--- config.mk ---
export PLATFORM = sky130hd
export DESIGN_NAME = resize_coefficient_table_builder
export DESIGN_NICKNAME = d
export VERILOG_FILES = /design/src/rtl/core/rctb_pkg.sv /design/src/rtl/core/rctb_ram.sv /design/src/rtl/core/resize_coefficient_table_builder.sv
export SDC_FILE = /design/constraint.sdc
export NUM_CORES = 2
export LEC_CHECK = 0
export ABC_AREA = 1
export BUFFER_PORTS_ARGS = -buffer_cell sky130_fd_sc_hd__clkbuf_2
export CORE_AREA = 2 2 294 296
export CTS_CLUSTER_SIZE = 20
export DETAILED_ROUTE_END_ITERATION = 8
export DIE_AREA = 0 0 296 298
export HOLD_SLACK_MARGIN = 0.12
export PLACE_DENSITY = 0.75
export SETUP_SLACK_MARGIN = 0.1
export SYNTH_ARGS = -nofsm -noshare
export SYNTH_HDL_FRONTEND = slang
export SYNTH_SLANG_ARGS = --single-unit
--- constraint.sdc ---
create_clock -name i_clk -period 5.05 [get_ports i_clk]
set_input_delay 0 -clock i_clk [delete_from_list [all_inputs] [get_ports i_clk]]
set_output_delay 0 -clock i_clk [all_outputs]
set_load 0.02 [all_outputs]
--- src/rtl/core/rctb_pkg.sv ---
`timescale 1ns / 1ps
`default_nettype none
// ----------------------------------------------------------------------------
// rctb_pkg - resize coefficient table builder package
// Payload structs, result status codes and the axis mode type.
// ----------------------------------------------------------------------------
package rctb_pkg;

    // Request transaction: source and requested output size
    typedef struct packed {
        logic [11:0] src_width;
        logic [11:0] src_height;
        logic [11:0] req_width;
        logic [11:0] req_height;
    } t_in;

    // Result transaction: table word or final summary
    typedef struct packed {
        logic        kind;
        logic [5:0]  entry_index;
        logic [7:0]  entry_word;
        logic [31:0] size_word;
        logic [31:0] index_word;
        logic [11:0] final_width;
        logic [11:0] final_height;
        logic [2:0]  status;
        logic        last;
    } t_out;

    // Summary status codes
    localparam logic [2:0] ST_OK      = 3'd0;
    localparam logic [2:0] ST_BAD_X   = 3'd1;
    localparam logic [2:0] ST_RETRY_X = 3'd2;
    localparam logic [2:0] ST_BAD_Y   = 3'd3;
    localparam logic [2:0] ST_RETRY_Y = 3'd4;

    // Result kinds
    localparam logic KIND_WORD    = 1'b0;
    localparam logic KIND_SUMMARY = 1'b1;

    // Filler word that follows a long source step
    localparam logic [7:0] SPILL_WORD = 8'h02;

    // Divider widths: dividend holds c*32 + base/2, divisor holds the base
    localparam int DIV_DW = 21;
    localparam int DIV_SW = 15;

    // Axis resize modes
    typedef enum logic [1:0] {
        MODE_UNITY,
        MODE_UP,
        MODE_DOWN,
        MODE_BILIN
    } t_mode;

endpackage
`default_nettype wire

--- src/rtl/core/rctb_ram.sv ---
`timescale 1ns / 1ps
`default_nettype none
// ----------------------------------------------------------------------------
// rctb_ram - generic single write port RAM
// One write port and one read port; read data is registered.
// ----------------------------------------------------------------------------
module rctb_ram #(
    parameter int WIDTH = 8,
    parameter int DEPTH = 40
) (
    input  wire logic                     i_clk,
    input  wire logic                     i_we,
    input  wire logic [$clog2(DEPTH)-1:0] i_waddr,
    input  wire logic [WIDTH-1:0]         i_wdata,
    input  wire logic                     i_re,
    input  wire logic [$clog2(DEPTH)-1:0] i_raddr,
    output logic      [WIDTH-1:0]         o_rdata
);

    logic [WIDTH-1:0] r_mem [DEPTH];
    logic [WIDTH-1:0] r_rdata;

    // Write and registered read
    always_ff @(posedge i_clk) begin
        if (i_we) begin
            r_mem[i_waddr] <= i_wdata;
        end
        if (i_re) begin
            r_rdata <= r_mem[i_raddr];
        end
    end

    assign o_rdata = r_rdata;

endmodule
`default_nettype wire

--- src/rtl/core/resize_coefficient_table_builder.sv ---
`timescale 1ns / 1ps
`default_nettype none
// ----------------------------------------------------------------------------
// resize_coefficient_table_builder - resize coefficient table builder
// Reduces each axis ratio by its GCD, builds the coefficient words with
// output-size retries, then streams the table (none on failure) and one summary transaction.
//
//   channel  direction  handshake                 payload
//   in       input      i_in_valid / o_in_ready    i_in_data  (t_in)
//   out      output     o_out_valid / i_out_ready  o_out_data (t_out)
//
// One request is worked at a time; o_in_ready is high only when idle.
// Every mod, quotient and weight goes through one shared restoring divider;
// an attempt costs one division per GCD step, two for the reduced ratio and
// one per coefficient word.
// Reset is synchronous; no clearing pass. Output stalls hold the emit phase.
// ----------------------------------------------------------------------------
module resize_coefficient_table_builder #(
    parameter int TABLE_DEPTH = 40,
    parameter int RETRY_LIMIT = 16
) (
    input  wire logic            i_clk,
    input  wire logic            i_rst_n,
    input  wire logic            i_in_valid,
    output logic                 o_in_ready,
    input  wire rctb_pkg::t_in   i_in_data,
    output logic                 o_out_valid,
    input  wire logic            i_out_ready,
    output rctb_pkg::t_out       o_out_data
);

    localparam int KW = $clog2(TABLE_DEPTH + 1);
    localparam int AW = $clog2(TABLE_DEPTH);
    localparam int DW = rctb_pkg::DIV_DW;
    localparam int SW = rctb_pkg::DIV_SW;
    localparam int CW = $clog2(DW + 1);

    typedef enum logic [22:0] {
        S_IDLE      = 23'h000001,
        S_AXIS_INIT = 23'h000002,
        S_TRY       = 23'h000004,
        S_GCD       = 23'h000008,
        S_GCD_R     = 23'h000010,
        S_GOT_N     = 23'h000020,
        S_GOT_D     = 23'h000040,
        S_MODE      = 23'h000080,
        S_UP        = 23'h000100,
        S_DN        = 23'h000200,
        S_DN_SUB    = 23'h000400,
        S_BL        = 23'h000800,
        S_BL_ADV    = 23'h001000,
        S_WT        = 23'h002000,
        S_WORD      = 23'h004000,
        S_PUT       = 23'h008000,
        S_NEXT      = 23'h010000,
        S_AXIS_OK   = 23'h020000,
        S_RETRY     = 23'h040000,
        S_DIV       = 23'h080000,
        S_RD        = 23'h100000,
        S_RDW       = 23'h200000,
        S_SUM       = 23'h400000
    } t_state;

    t_state           r_state, n_state, r_ret, n_ret;
    rctb_pkg::t_in    r_in, n_in;
    rctb_pkg::t_mode  r_mode, n_mode;
    rctb_pkg::t_out   r_out, n_out;
    logic             r_ovalid, n_ovalid;
    logic             r_axis, n_axis;
    logic [11:0]      r_src, n_src;
    logic [12:0]      r_t, n_t;
    logic [4:0]       r_retry, n_retry;
    logic [12:0]      r_ga, n_ga, r_gb, n_gb;
    logic [12:0]      r_num, n_num, r_den, n_den;
    logic [12:0]      r_nx, n_nx, r_dx, n_dx;
    logic [KW-1:0]    r_k, n_k, r_k0, n_k0;
    logic [KW-1:0]    r_hlen, n_hlen, r_vlen, n_vlen, r_i, n_i;
    logic [DW-1:0]    r_v, n_v, r_outpos, n_outpos, r_carry, n_carry;
    logic [12:0]      r_inc, n_inc;
    logic [12:0]      r_step, n_step, r_wcnt, n_wcnt;
    logic [SW-1:0]    r_c, n_c, r_base, n_base;
    logic [7:0]       r_word, n_word;
    logic [12:0]      r_aw, n_aw, r_ah, n_ah;
    logic [2:0]       r_status, n_status;
    logic [DW-1:0]    r_quo, n_quo;
    logic [SW-1:0]    r_rem, n_rem, r_dvs, n_dvs;
    logic [CW-1:0]    r_dcnt, n_dcnt;

    logic             w_we, w_re, w_free;
    logic [7:0]       w_rdata;
    logic [SW:0]      w_rem_sh;
    logic [SW:0]      w_rem_sub;
    logic [4:0]       w_wt;
    logic [DW-1:0]    w_sum;
    logic [DW-1:0]    w_start;
    logic [31:0]      w_hlen32, w_vlen32;

    rctb_ram #(
        .WIDTH (8),
        .DEPTH (TABLE_DEPTH)
    ) u_table (
        .i_clk   (i_clk),
        .i_we    (w_we),
        .i_waddr (r_k[AW-1:0]),
        .i_wdata (r_word),
        .i_re    (w_re),
        .i_raddr (r_i[AW-1:0]),
        .o_rdata (w_rdata)
    );

    // Shared divider step and word weight shaping
    always_comb begin
        w_rem_sh  = {r_rem, r_quo[DW-1]};
        w_rem_sub = w_rem_sh - {1'b0, r_dvs};
        if (r_quo >= DW'(31)) begin
            w_wt = 5'(r_quo - DW'(1));
        end else if (r_quo == DW'(1)) begin
            w_wt = 5'd2;
        end else begin
            w_wt = r_quo[4:0];
        end
        w_sum    = r_v + DW'(r_num);
        w_start  = DW'(r_num) - DW'(r_den);
        w_hlen32 = 32'(r_hlen);
        w_vlen32 = 32'(r_vlen);
    end

    assign w_free      = !r_ovalid || i_out_ready;
    assign o_in_ready  = (r_state == S_IDLE);
    assign o_out_valid = r_ovalid;
    assign o_out_data  = r_out;

    // Sequencer
    always_comb begin
        n_state  = r_state;  n_ret    = r_ret;    n_in     = r_in;
        n_mode   = r_mode;   n_out    = r_out;    n_axis   = r_axis;
        n_src    = r_src;    n_t      = r_t;      n_retry  = r_retry;
        n_ga     = r_ga;     n_gb     = r_gb;     n_num    = r_num;
        n_den    = r_den;    n_nx     = r_nx;     n_dx     = r_dx;
        n_k      = r_k;      n_k0     = r_k0;     n_hlen   = r_hlen;
        n_vlen   = r_vlen;   n_i      = r_i;      n_v      = r_v;
        n_outpos = r_outpos; n_carry  = r_carry;  n_inc    = r_inc;
        n_step   = r_step;   n_wcnt   = r_wcnt;   n_c      = r_c;
        n_base   = r_base;   n_word   = r_word;   n_aw     = r_aw;
        n_ah     = r_ah;     n_status = r_status; n_quo    = r_quo;
        n_rem    = r_rem;    n_dvs    = r_dvs;    n_dcnt   = r_dcnt;
        n_ovalid = r_ovalid && !i_out_ready;
        w_we     = 1'b0;
        w_re     = 1'b0;

        unique case (r_state)
            S_IDLE: begin
                if (i_in_valid) begin
                    n_in    = i_in_data;
                    n_axis  = 1'b0;
                    n_state = S_AXIS_INIT;
                end
            end
            // Load one axis and its retry budget
            S_AXIS_INIT: begin
                n_src   = r_axis ? r_in.src_height : r_in.src_width;
                n_t     = 13'(r_axis ? r_in.req_height : r_in.req_width);
                n_retry = 5'(RETRY_LIMIT);
                n_k0    = r_axis ? r_hlen : '0;
                n_state = S_TRY;
            end
            S_TRY: begin
                if (r_src == '0 || r_t == '0) begin
                    n_status = r_axis ? rctb_pkg::ST_BAD_Y : rctb_pkg::ST_BAD_X;
                    n_state  = S_SUM;
                end else begin
                    n_ga    = 13'(r_src);
                    n_gb    = r_t;
                    n_state = S_GCD;
                end
            end
            // Euclid: one remainder per divider pass
            S_GCD: begin
                n_rem   = '0;
                n_dcnt  = CW'(DW);
                n_state = S_DIV;
                if (r_gb == '0) begin
                    n_quo = DW'(r_src);
                    n_dvs = SW'(r_ga);
                    n_ret = S_GOT_N;
                end else begin
                    n_quo = DW'(r_ga);
                    n_dvs = SW'(r_gb);
                    n_ret = S_GCD_R;
                end
            end
            S_GCD_R: begin
                n_ga    = r_gb;
                n_gb    = 13'(r_rem);
                n_state = S_GCD;
            end
            S_GOT_N: begin
                n_num   = 13'(r_quo);
                n_quo   = DW'(r_t);
                n_dvs   = SW'(r_ga);
                n_rem   = '0;
                n_dcnt  = CW'(DW);
                n_ret   = S_GOT_D;
                n_state = S_DIV;
            end
            S_GOT_D: begin
                n_den = 13'(r_quo);
                n_k   = r_k0;
                if (r_axis && r_num == r_nx && 13'(r_quo) == r_dx) begin
                    n_state = S_AXIS_OK;
                end else begin
                    n_state = S_MODE;
                end
            end
            // Pick the mode and seed its accumulators
            S_MODE: begin
                n_v = '0;
                if (r_num == r_den) begin
                    n_mode  = rctb_pkg::MODE_UNITY;
                    n_c     = SW'(1);
                    n_base  = SW'(1);
                    n_step  = 13'd1;
                    n_state = S_WT;
                end else if (r_num < r_den) begin
                    n_mode  = rctb_pkg::MODE_UP;
                    n_state = S_UP;
                end else if (14'(r_num) >= {r_den, 1'b0}) begin
                    n_mode  = rctb_pkg::MODE_DOWN;
                    n_inc   = 13'(14'(r_num) - {r_den, 1'b0});
                    n_state = S_DN;
                end else begin
                    n_mode   = rctb_pkg::MODE_BILIN;
                    n_v      = DW'(r_den) + DW'({r_den, 1'b0});
                    n_outpos = DW'(r_num);
                    n_carry  = w_start;
                    n_state  = S_BL;
                end
            end
            S_UP: begin
                n_c    = SW'(r_den) - SW'(r_v);
                n_base = SW'(r_den);
                if (w_sum >= DW'(r_den)) begin
                    n_v    = w_sum - DW'(r_den);
                    n_step = 13'd1;
                end else begin
                    n_v    = w_sum;
                    n_step = 13'd0;
                end
                n_state = S_WT;
            end
            S_DN: begin
                n_v     = r_v + DW'(r_inc);
                n_step  = 13'd2;
                n_state = S_DN_SUB;
            end
            S_DN_SUB: begin
                if (r_v >= DW'(r_den)) begin
                    n_v    = r_v - DW'(r_den);
                    n_step = r_step + 13'd1;
                end else begin
                    n_c     = SW'(1);
                    n_base  = SW'(2);
                    n_state = S_WT;
                end
            end
            S_BL: begin
                n_c      = SW'(r_v - r_outpos);
                n_outpos = r_outpos + DW'({r_num, 1'b0});
                n_carry  = r_carry + DW'({r_num, 1'b0});
                n_step   = 13'd0;
                n_state  = S_BL_ADV;
            end
            S_BL_ADV: begin
                if (r_v < r_outpos) begin
                    n_v     = r_v + DW'({r_den, 1'b0});
                    n_carry = r_carry - DW'({r_den, 1'b0});
                    n_step  = r_step + 13'd1;
                end else begin
                    n_base  = SW'({r_den, 1'b0});
                    n_state = S_WT;
                end
            end
            // Weight = (c*32 + base/2) / base
            S_WT: begin
                n_quo   = DW'({r_c, 5'b0}) + DW'(r_base >> 1);
                n_dvs   = r_base;
                n_rem   = '0;
                n_dcnt  = CW'(DW);
                n_ret   = S_WORD;
                n_state = S_DIV;
            end
            S_WORD: begin
                if (r_step < 13'd4) begin
                    n_word = {w_wt, r_step[1:0], 1'b1};
                    n_wcnt = '0;
                end else begin
                    n_word = {w_wt, 2'd1, 1'b1};
                    n_wcnt = r_step - 13'd1;
                end
                n_state = S_PUT;
            end
            // Write words; a write past the end fails the attempt
            S_PUT: begin
                if (r_k >= KW'(TABLE_DEPTH)) begin
                    n_state = S_RETRY;
                end else begin
                    w_we = 1'b1;
                    n_k  = r_k + KW'(1);
                    if (r_wcnt != '0) begin
                        n_word = rctb_pkg::SPILL_WORD;
                        n_wcnt = r_wcnt - 13'd1;
                    end else begin
                        n_state = S_NEXT;
                    end
                end
            end
            S_NEXT: begin
                case (r_mode)
                    rctb_pkg::MODE_UP:
                        n_state = (r_v != '0) ? S_UP : S_AXIS_OK;
                    rctb_pkg::MODE_DOWN:
                        n_state = (r_v != '0) ? S_DN : S_AXIS_OK;
                    rctb_pkg::MODE_BILIN:
                        n_state = (r_carry != w_start) ? S_BL : S_AXIS_OK;
                    default:
                        n_state = S_AXIS_OK;
                endcase
            end
            S_AXIS_OK: begin
                if (!r_axis) begin
                    n_hlen  = r_k;
                    n_aw    = r_t;
                    n_nx    = r_num;
                    n_dx    = r_den;
                    n_axis  = 1'b1;
                    n_state = S_AXIS_INIT;
                end else begin
                    n_vlen   = r_k;
                    n_ah     = r_t;
                    n_i      = '0;
                    n_status = rctb_pkg::ST_OK;
                    n_state  = S_RD;
                end
            end
            // Raise the output size by one and try again, or fail once the retry budget is spent
            S_RETRY: begin
                n_t = r_t + 13'd1;
                if (r_retry == '0) begin
                    n_status = r_axis ? rctb_pkg::ST_RETRY_Y : rctb_pkg::ST_RETRY_X;
                    n_state  = S_SUM;
                end else begin
                    n_retry = r_retry - 5'd1;
                    n_state = S_TRY;
                end
            end
            // Restoring divide: one quotient bit per cycle
            S_DIV: begin
                if (!w_rem_sub[SW]) begin
                    n_rem = w_rem_sub[SW-1:0];
                    n_quo = {r_quo[DW-2:0], 1'b1};
                end else begin
                    n_rem = w_rem_sh[SW-1:0];
                    n_quo = {r_quo[DW-2:0], 1'b0};
                end
                n_dcnt = r_dcnt - CW'(1);
                if (r_dcnt == CW'(1)) begin
                    n_state = r_ret;
                end
            end
            S_RD: begin
                w_re    = 1'b1;
                n_state = S_RDW;
            end
            // Drain the table into the output register
            S_RDW: begin
                if (w_free) begin
                    n_ovalid          = 1'b1;
                    n_out             = '0;
                    n_out.kind        = rctb_pkg::KIND_WORD;
                    n_out.entry_index = 6'(r_i);
                    n_out.entry_word  = w_rdata;
                    n_i               = r_i + KW'(1);
                    n_state           = (r_i + KW'(1) == r_vlen) ? S_SUM : S_RD;
                end
            end
            S_SUM: begin
                if (w_free) begin
                    n_ovalid     = 1'b1;
                    n_out        = '0;
                    n_out.kind   = rctb_pkg::KIND_SUMMARY;
                    n_out.status = r_status;
                    n_out.last   = 1'b1;
                    if (r_status == rctb_pkg::ST_OK) begin
                        n_out.size_word    = {3'b0, r_aw, 3'b0, r_ah};
                        n_out.index_word   = ((w_hlen32 - 32'd1) << 16)
                                           | ((r_vlen == r_hlen) ? 32'd0 : (w_hlen32 << 8))
                                           | (w_vlen32 - 32'd1);
                        n_out.final_width  = {r_aw[11:1], 1'b0};
                        n_out.final_height = r_ah[11:0];
                    end
                    n_state = S_IDLE;
                end
            end
            default: n_state = S_IDLE;
        endcase
    end

    // Control state with reset, payload without
    always_ff @(posedge i_clk) begin
        if (!i_rst_n) begin
            r_state  <= S_IDLE;
            r_ovalid <= 1'b0;
            r_axis   <= 1'b0;
            r_retry  <= '0;
            r_k      <= '0;
            r_hlen   <= '0;
            r_t      <= '0;
        end else begin
            r_state  <= n_state;
            r_ovalid <= n_ovalid;
            r_axis   <= n_axis;
            r_retry  <= n_retry;
            r_k      <= n_k;
            r_hlen   <= n_hlen;
            r_t      <= n_t;
        end
    end

    always_ff @(posedge i_clk) begin
        r_ret    <= n_ret;    r_in     <= n_in;     r_mode   <= n_mode;
        r_out    <= n_out;    r_src    <= n_src;    r_ga     <= n_ga;
        r_gb     <= n_gb;     r_num    <= n_num;    r_den    <= n_den;
        r_nx     <= n_nx;     r_dx     <= n_dx;     r_k0     <= n_k0;
        r_vlen   <= n_vlen;   r_i      <= n_i;      r_v      <= n_v;
        r_outpos <= n_outpos; r_carry  <= n_carry;  r_inc    <= n_inc;
        r_step   <= n_step;   r_wcnt   <= n_wcnt;   r_c      <= n_c;
        r_base   <= n_base;   r_word   <= n_word;   r_aw     <= n_aw;
        r_ah     <= n_ah;     r_status <= n_status; r_quo    <= n_quo;
        r_rem    <= n_rem;    r_dvs    <= n_dvs;    r_dcnt   <= n_dcnt;
    end

    // Divider never runs on a zero divisor
    a_div_nonzero: assert property (@(posedge i_clk) disable iff (!i_rst_n)
        (r_state == S_DIV) |-> (r_dvs != '0))
        else $error("divider started with zero divisor");

    // Table position never passes the table end
    a_k_bound: assert property (@(posedge i_clk) disable iff (!i_rst_n)
        r_k <= KW'(TABLE_DEPTH))
        else $error("table position out of range");

    // A table write always lands inside the table
    a_write_in_range: assert property (@(posedge i_clk) disable iff (!i_rst_n)
        w_we |-> (r_k < KW'(TABLE_DEPTH)))
        else $error("table write past end");

    // Result is only loaded into a free output register
    a_no_overwrite: assert property (@(posedge i_clk) disable iff (!i_rst_n)
        (r_ovalid && !i_out_ready) |=> $stable(r_out))
        else $error("pending result overwritten");

endmodule
`default_nettype wire

# --- Word-level counts from Yosys, hierarchy flattened ---
# Memory sizes are Yosys's and may differ from the RTL's. A register that Yosys moved wholly into a read port is not among the register bits.
# Index checks and enable logic that the tools add are counted.
word_totals:
  elab_cells: 300
  ram_bits: 320
  latchBits: 0
  rom_bits: 0
  reg_bits: 568
  n_memories: 1
classes:
  reduce_logical: 53
  n_eq_ne: 54
  n_shift: 0
  div: 0
  muxes: 104
  bitwise: 5
  n_lt_le_gt_ge: 8
  mul: 0
  add_sub_neg: 26
memory_table:
  columns: ["memory", "depth", "word_bits", "rd", "rd_ports_with_merged_regs", "write_ports", "line", "rtl"]
  rows:
  - ["u_table.r_mem", 40, 8, 1, 1, 1, "rctb_ram.sv:20", "logic [WIDTH-1:0] r_mem [DEPTH];"]
ops:
  columns: ["operator", "count"]
  rows:
  - ["one-hot mux 23 bit (21 select lines)", 1]
  - ["two-way mux 23 bit", 11]
  - ["two-way mux 21 bit", 11]
  - ["two-way mux 107 bit", 2]
  - ["one-hot mux 107 bit (2 select lines)", 1]
  - ["two-way mux 13 bit", 10]
  - ["two-way mux 15 bit", 8]
  - ["one-hot mux 15 bit (4 select lines)", 2]
  - ["one-hot mux 21 bit (5 select lines)", 1]
  - ["one-hot mux 13 bit (2 select lines)", 4]
  - ["two-way mux 85 bit", 1]
  - ["one-hot mux 21 bit (4 select lines)", 1]
  - ["one-hot mux 13 bit (6 select lines)", 1]
  - ["two-way mux 18 bit", 4]
  - ["one-hot mux 23 bit (3 select lines)", 1]
  - ["adder 21 x 14 -> 21 bit", 3]
  - ["one-hot mux 21 bit (3 select lines)", 1]
  - ["one-hot mux 18 bit (3 select lines)", 1]
  - ["two-way mux 12 bit", 4]
  - ["one-hot mux 15 bit (3 select lines)", 1]
  - ["adder 21 x 13 -> 21 bit", 2]
  - [">= comparator 21 x 13 -> 1 bit", 2]
  - ["one-hot mux 21 bit (2 select lines)", 1]
  - ["subtractor 21 x 13 -> 21 bit", 2]
  - ["88 further kinds", 174]

# --- Logic depth before layout (Yosys ltp) ---
depth:
  word_depth: 7
  ltp_mapped: 25
  mapped_depth_nobuf: 24

# --- Modules after synthesis ---
# Synthesis repeated with hierarchy kept, for this count alone.
unflattened:
  hier_cells: 5172
  area_unflattened_um2: 46907.5
modules_own_cells:
  columns: ["mod", "cells_per_inst", "n_inst", "area_each_um2", "seq_area_each_um2"]
  rows:
  - ["resize_coefficient_table_builder", 4078, 1, 33604.7, 14584.0]
  - ["rctb_ram", 1094, 1, 13302.8, 9849.4]

# --- Least setup slack after synthesis ---
# OpenSTA, ideal clock, no wires.
synth_timing:
  kind: "register -> register"
  from: "register r_state[12]"
  to: "register r_out (netlist bit o_out_data[100]) (enable)"
  arrival_ns: 4.423
  n_path_buf: 1
  setup_time_ns: 0.507
  path_stages_with_launch: 9
  synth_period_minus_slack_ns: 4.930
  setup_slack_ns: 0.120
  path_cell_list: "dfxtp_1 nor2_2 nand2_2 nor2_8 nand2_4 inv_2 nand4_1 clkbuf_1 a21oi_1"
synth_between:
  elab_chain_cells: 3
  elab_cells_between_ends: 6
synth_lines:
  columns: ["element", "line", "rtl"]
  rows:
  - ["start: declaration", "resize_coefficient_table_builder.sv:64", "t_state r_state, n_state, r_ret, n_ret;"]
  - ["start signal: assignment", "resize_coefficient_table_builder.sv:419", "r_state <= n_state;"]
  - ["== test 23 x 22 -> 1 bit or == test 23 bit (tied branches)", "resize_coefficient_table_builder.sv:151", "unique case (r_state)"]
  - ["inequality test 2 bit (no line) or nonzero test 2 bit (tied branches)", null, null]
  - ["AND reduction 3 bit (no line) (*)", null, null]
  - ["end signal: assignment", "resize_coefficient_table_builder.sv:431", "r_out <= n_out; r_src <= n_src; r_ga <= n_ga;"]
  - ["end: declaration", "resize_coefficient_table_builder.sv:67", "rctb_pkg::t_out r_out, n_out;"]
# Mark *: on every way between the ends. The rest lies on a longest branch, timed or not.
# A chain may end at the register's enable or synchronous reset.

# --- Worst setup path in the final report ---
layout_timing:
  from: "register r_v[1]"
  to: "register r_v[0] (data pin)"
layout_between:
  elab_chain_cells: 4
layout_lines:
  columns: ["element", "line", "rtl"]
  rows:
  - ["start: declaration", "resize_coefficient_table_builder.sv:78", "logic [DW-1:0] r_v, n_v, r_outpos, n_outpos, r_carry, n_carry;"]
  - ["start signal: assignment", "resize_coefficient_table_builder.sv:434", "r_vlen <= n_vlen; r_i <= n_i; r_v <= n_v;"]
  - ["adder 21 x 13 -> 21 bit", "resize_coefficient_table_builder.sv:122", "w_sum = r_v + DW'(r_num);"]
  - [">= comparator 21 x 13 -> 1 bit", "resize_coefficient_table_builder.sv:242", "if (w_sum >= DW'(r_den)) begin"]
  - ["two-way mux 21 bit", "resize_coefficient_table_builder.sv:242", null]
  - ["one-hot mux 21 bit (5 select lines)", "resize_coefficient_table_builder.sv:151", null]
  - ["net n_v[0]", "resize_coefficient_table_builder.sv:78", null]
# The timed path passes the listed nets, and every way through them passes these cells.

==> results.md <==
- Post-synthesis sequential area ratio: between 50 and 60%
- Startpoint class of the critical path: register
- Initial detailed-routing violation count: 5194
- Critical Path Sink Type: register
- CTS Root Buffer Type: clkbuf_16
- Crit path DAT: 4.83 ns
- CP most frequent cell: nand3_1
- Wirelength, routed: about 150000 µm
- Status: finished clean
- Synthesis-to-layout area growth: 12.80%
- WL/cell: 22.72 µm
- Final WS setup: 0.6231 ns
- Total die area: slightly below 90000 µm²
- CP Max Fanout: 13
- P per Cell Area: 300.0 nW/µm²
- Leak: ~0.021 µW
- Register bit total from synthesis: 832
- Vias per Instance: approximately 6
- DRC viols: 0
- Largest net degree at the start of global routing: 166
- Tcrit/Tclk final: 87.66%
- Input/output buffers: 153
- Synth top area share: roughly 50%
- First-pass GRT wire length: 217500 µm
- Io pins: 161
- Clk pin slew, worst setup/hold paths: about 0.060 ns
- Tmin final: between 4 and 5 ns
- Nets: 5530
- Register area: 24430 µm²
- Clock Path Buffers: 3
- Post-Synthesis Cells: 5007
- Setup WS pre-CTS: roughly 0.71 ns
- CP max stage delay: 0.62 ns
- Hold WS: roughly 0.22 ns
- Slew Limit Fails: 0
- Post-synth top flop: edfxtp_1
- Core Rows: approximately 110
- CP Class: reg2reg
- Slowest-stage cell, CP: edfxtp_1
- Setup_tns: 0 ns
- Rel. slew slack: 21.76%
- Crit-path cells: inv_1, fa_1, inv_1, nand3_1, nand3_1, xor2_1, ha_1, inv_1, o21ai_0, a21oi_1, inv_1, nand3_1, nand3_1, nor2_1, nand2_1, nor2_4, buf_4, nand3_1, nand3_1, o211ai_1
- Min-Delay Path Class: in2reg
- Initial Util: 54.77%
- Commonest non-fill, non-tap cell in the layout: nand2_1
- Postcts setup bufs: 0
- CP top delay family: simple AND/OR/NAND/NOR gates
- Max Freq: 225.9 MHz
- Non-filler instance count after layout: around 6500
- Vias: 38850
- Clk_skew: 0.02007 ns
- Top cells by area, synth: edfxtp_1, nand2_1, ha_1
- Die Wd: 296 µm
- CTS H-tree depth: 3
- Die height: 298 µm
- Core Util, Final: between 60% and 70%
- Final setup violation count: 0
- Post-synthesis cell area: 46490 µm²
- CTS sink cnt: 832
- Filler instances: 7054
- Gr usage total: about 33%
- Post-synth EDFFs: between 700 and 800
- Synth area leader: edfxtp_1
- Cts bufs inserted: 88
- Synthesized area per cell: about 9.3 µm²
- Async SR Flop Fraction: 0%
- Yosys warning total: 0
- Core area: 84880 µm²
- Initial antenna violation count: 4
- RSZ-0062 raised after global routing: no
- Routability congestion estimate: between 0.9 and 1
- Overflow after GRT: 0
- Worst-Margin Slew: 1.172 ns
- DRT antenna net count: 0
- Area of the multi-input gates: 19040 µm²
- CTS tree: done
- Clock latency at the later pin of the worst-skew pair: 0.66 ns
- Commonest non-fill, non-tap cells in the layout: nand2_1, edfxtp_1, nor2_1
- Synth cell types: 72
- Max_cap viols: 0
- Share of layout cells above drive strength 1: a little under 10%
- Dpl cells: a little over 6000
- Maximum VDD drop: 0.2427 mV
- Required time of the critical path: 5.45 ns
- Buffers plus inverters on the worst setup path: 5
- Vias in the first global route: about 36000
- Hold Vio Cnt, Final: 0
- DR pass1 iterations: 8
- HPWL after DPL: 106200 µm
layout make-up:
| cell class | count | share of cell area, % |
|---|---|---|
| clock inverter | 51 | 1.016 |
| clock buffer | 110 | 4.495 |
| multi-input combinational | 3418 | 36.30 |
| sequential | 832 | 46.60 |
| inverter | 565 | 4.049 |
| antenna | 1 | 0.004772 |
| timing repair buffer | 349 | 4.805 |
| tap | 1144 | 2.730 |
cells in the mapped netlist, types with 20 or more instances:
library cell	n
nand2_1	843
edfxtp_1	777
nor2_1	584
inv_1	537
o21ai_0	469
a21oi_1	300
nand3_1	220
ha_1	210
o22ai_1	122
clkbuf_1	116
xor2_1	89
nor3_1	70
nand4_1	62
dfxtp_1	55
xnor2_1	54
buf_4	47
a31oi_1	31
inv_2	25
nor2_2	20
nor4_1	20
state kept, by name (all words and copies together) (netlist names), 14 cells and up:
signal	cells
o_out_data	64
r_base	14
r_c	15
r_carry	21
r_dvs	14
r_in	48
r_outpos	21
r_quo	21
r_rem	15
r_state	23
r_v	21
u_table.r_mem	320
per-layer routing:
metal	wire length, µm	part of all wire, %	GRT usage [%]
met2	66060	45	51.12
met1	57340	39	44.63
met4	7345	5.0	14.68
met3	16240	11	6.013
met5	21	0.014	0
power breakdown:
group	switching (µW)	total (µW)	internal [µW]
sequential	152	7880	7730
clock	2810	6510	3700
combinational	958	1340	383
total	3920	15700	11800
what timing repair did:
item / CTS / global route
endpoints found under the hold margin: 85 / 0
hold buffers: 98 / 0
gates resized for setup: 0 / 0
per-stage QoR:
step | cell area [µm²] | total power [µW]
after floorplan | 46510 | 8824
after global placement | 48570 | 9218
after detailed placement | 48570 | 9245
after CTS | 52440 | 15710
after global routing | 52440 | 16150
final | 52440 | 15730
cell families (layout without fill, tap and decap cells):
logic type      after synthesis  in the layout  synth area share, %
simple gates               1930           1930                18.09
compound gates             1099           1099                13.32
flops                       832            832                52.56
buf+inv                     763           1075                6.651
fa+ha+maj                   224            224                6.255
xor+xnor                    146            146                2.842
mux                          12             12               0.2745
other cells                   1              8             0.008067
worst paths after layout:
path | start | cells after the start | slack (ns) | end
worst max-delay path | r_v[1] | 20 | 0.62 | r_v[0]
worst min-delay path | i_in_data[8] | 2 | 0.22 | r_in[8]
worst max register to register | r_v[1] | 20 | 0.62 | r_v[0]
worst min register to register | r_retry[0] | 1 | 0.49 | r_retry[0]
Power figures use the tool's default switching activity.
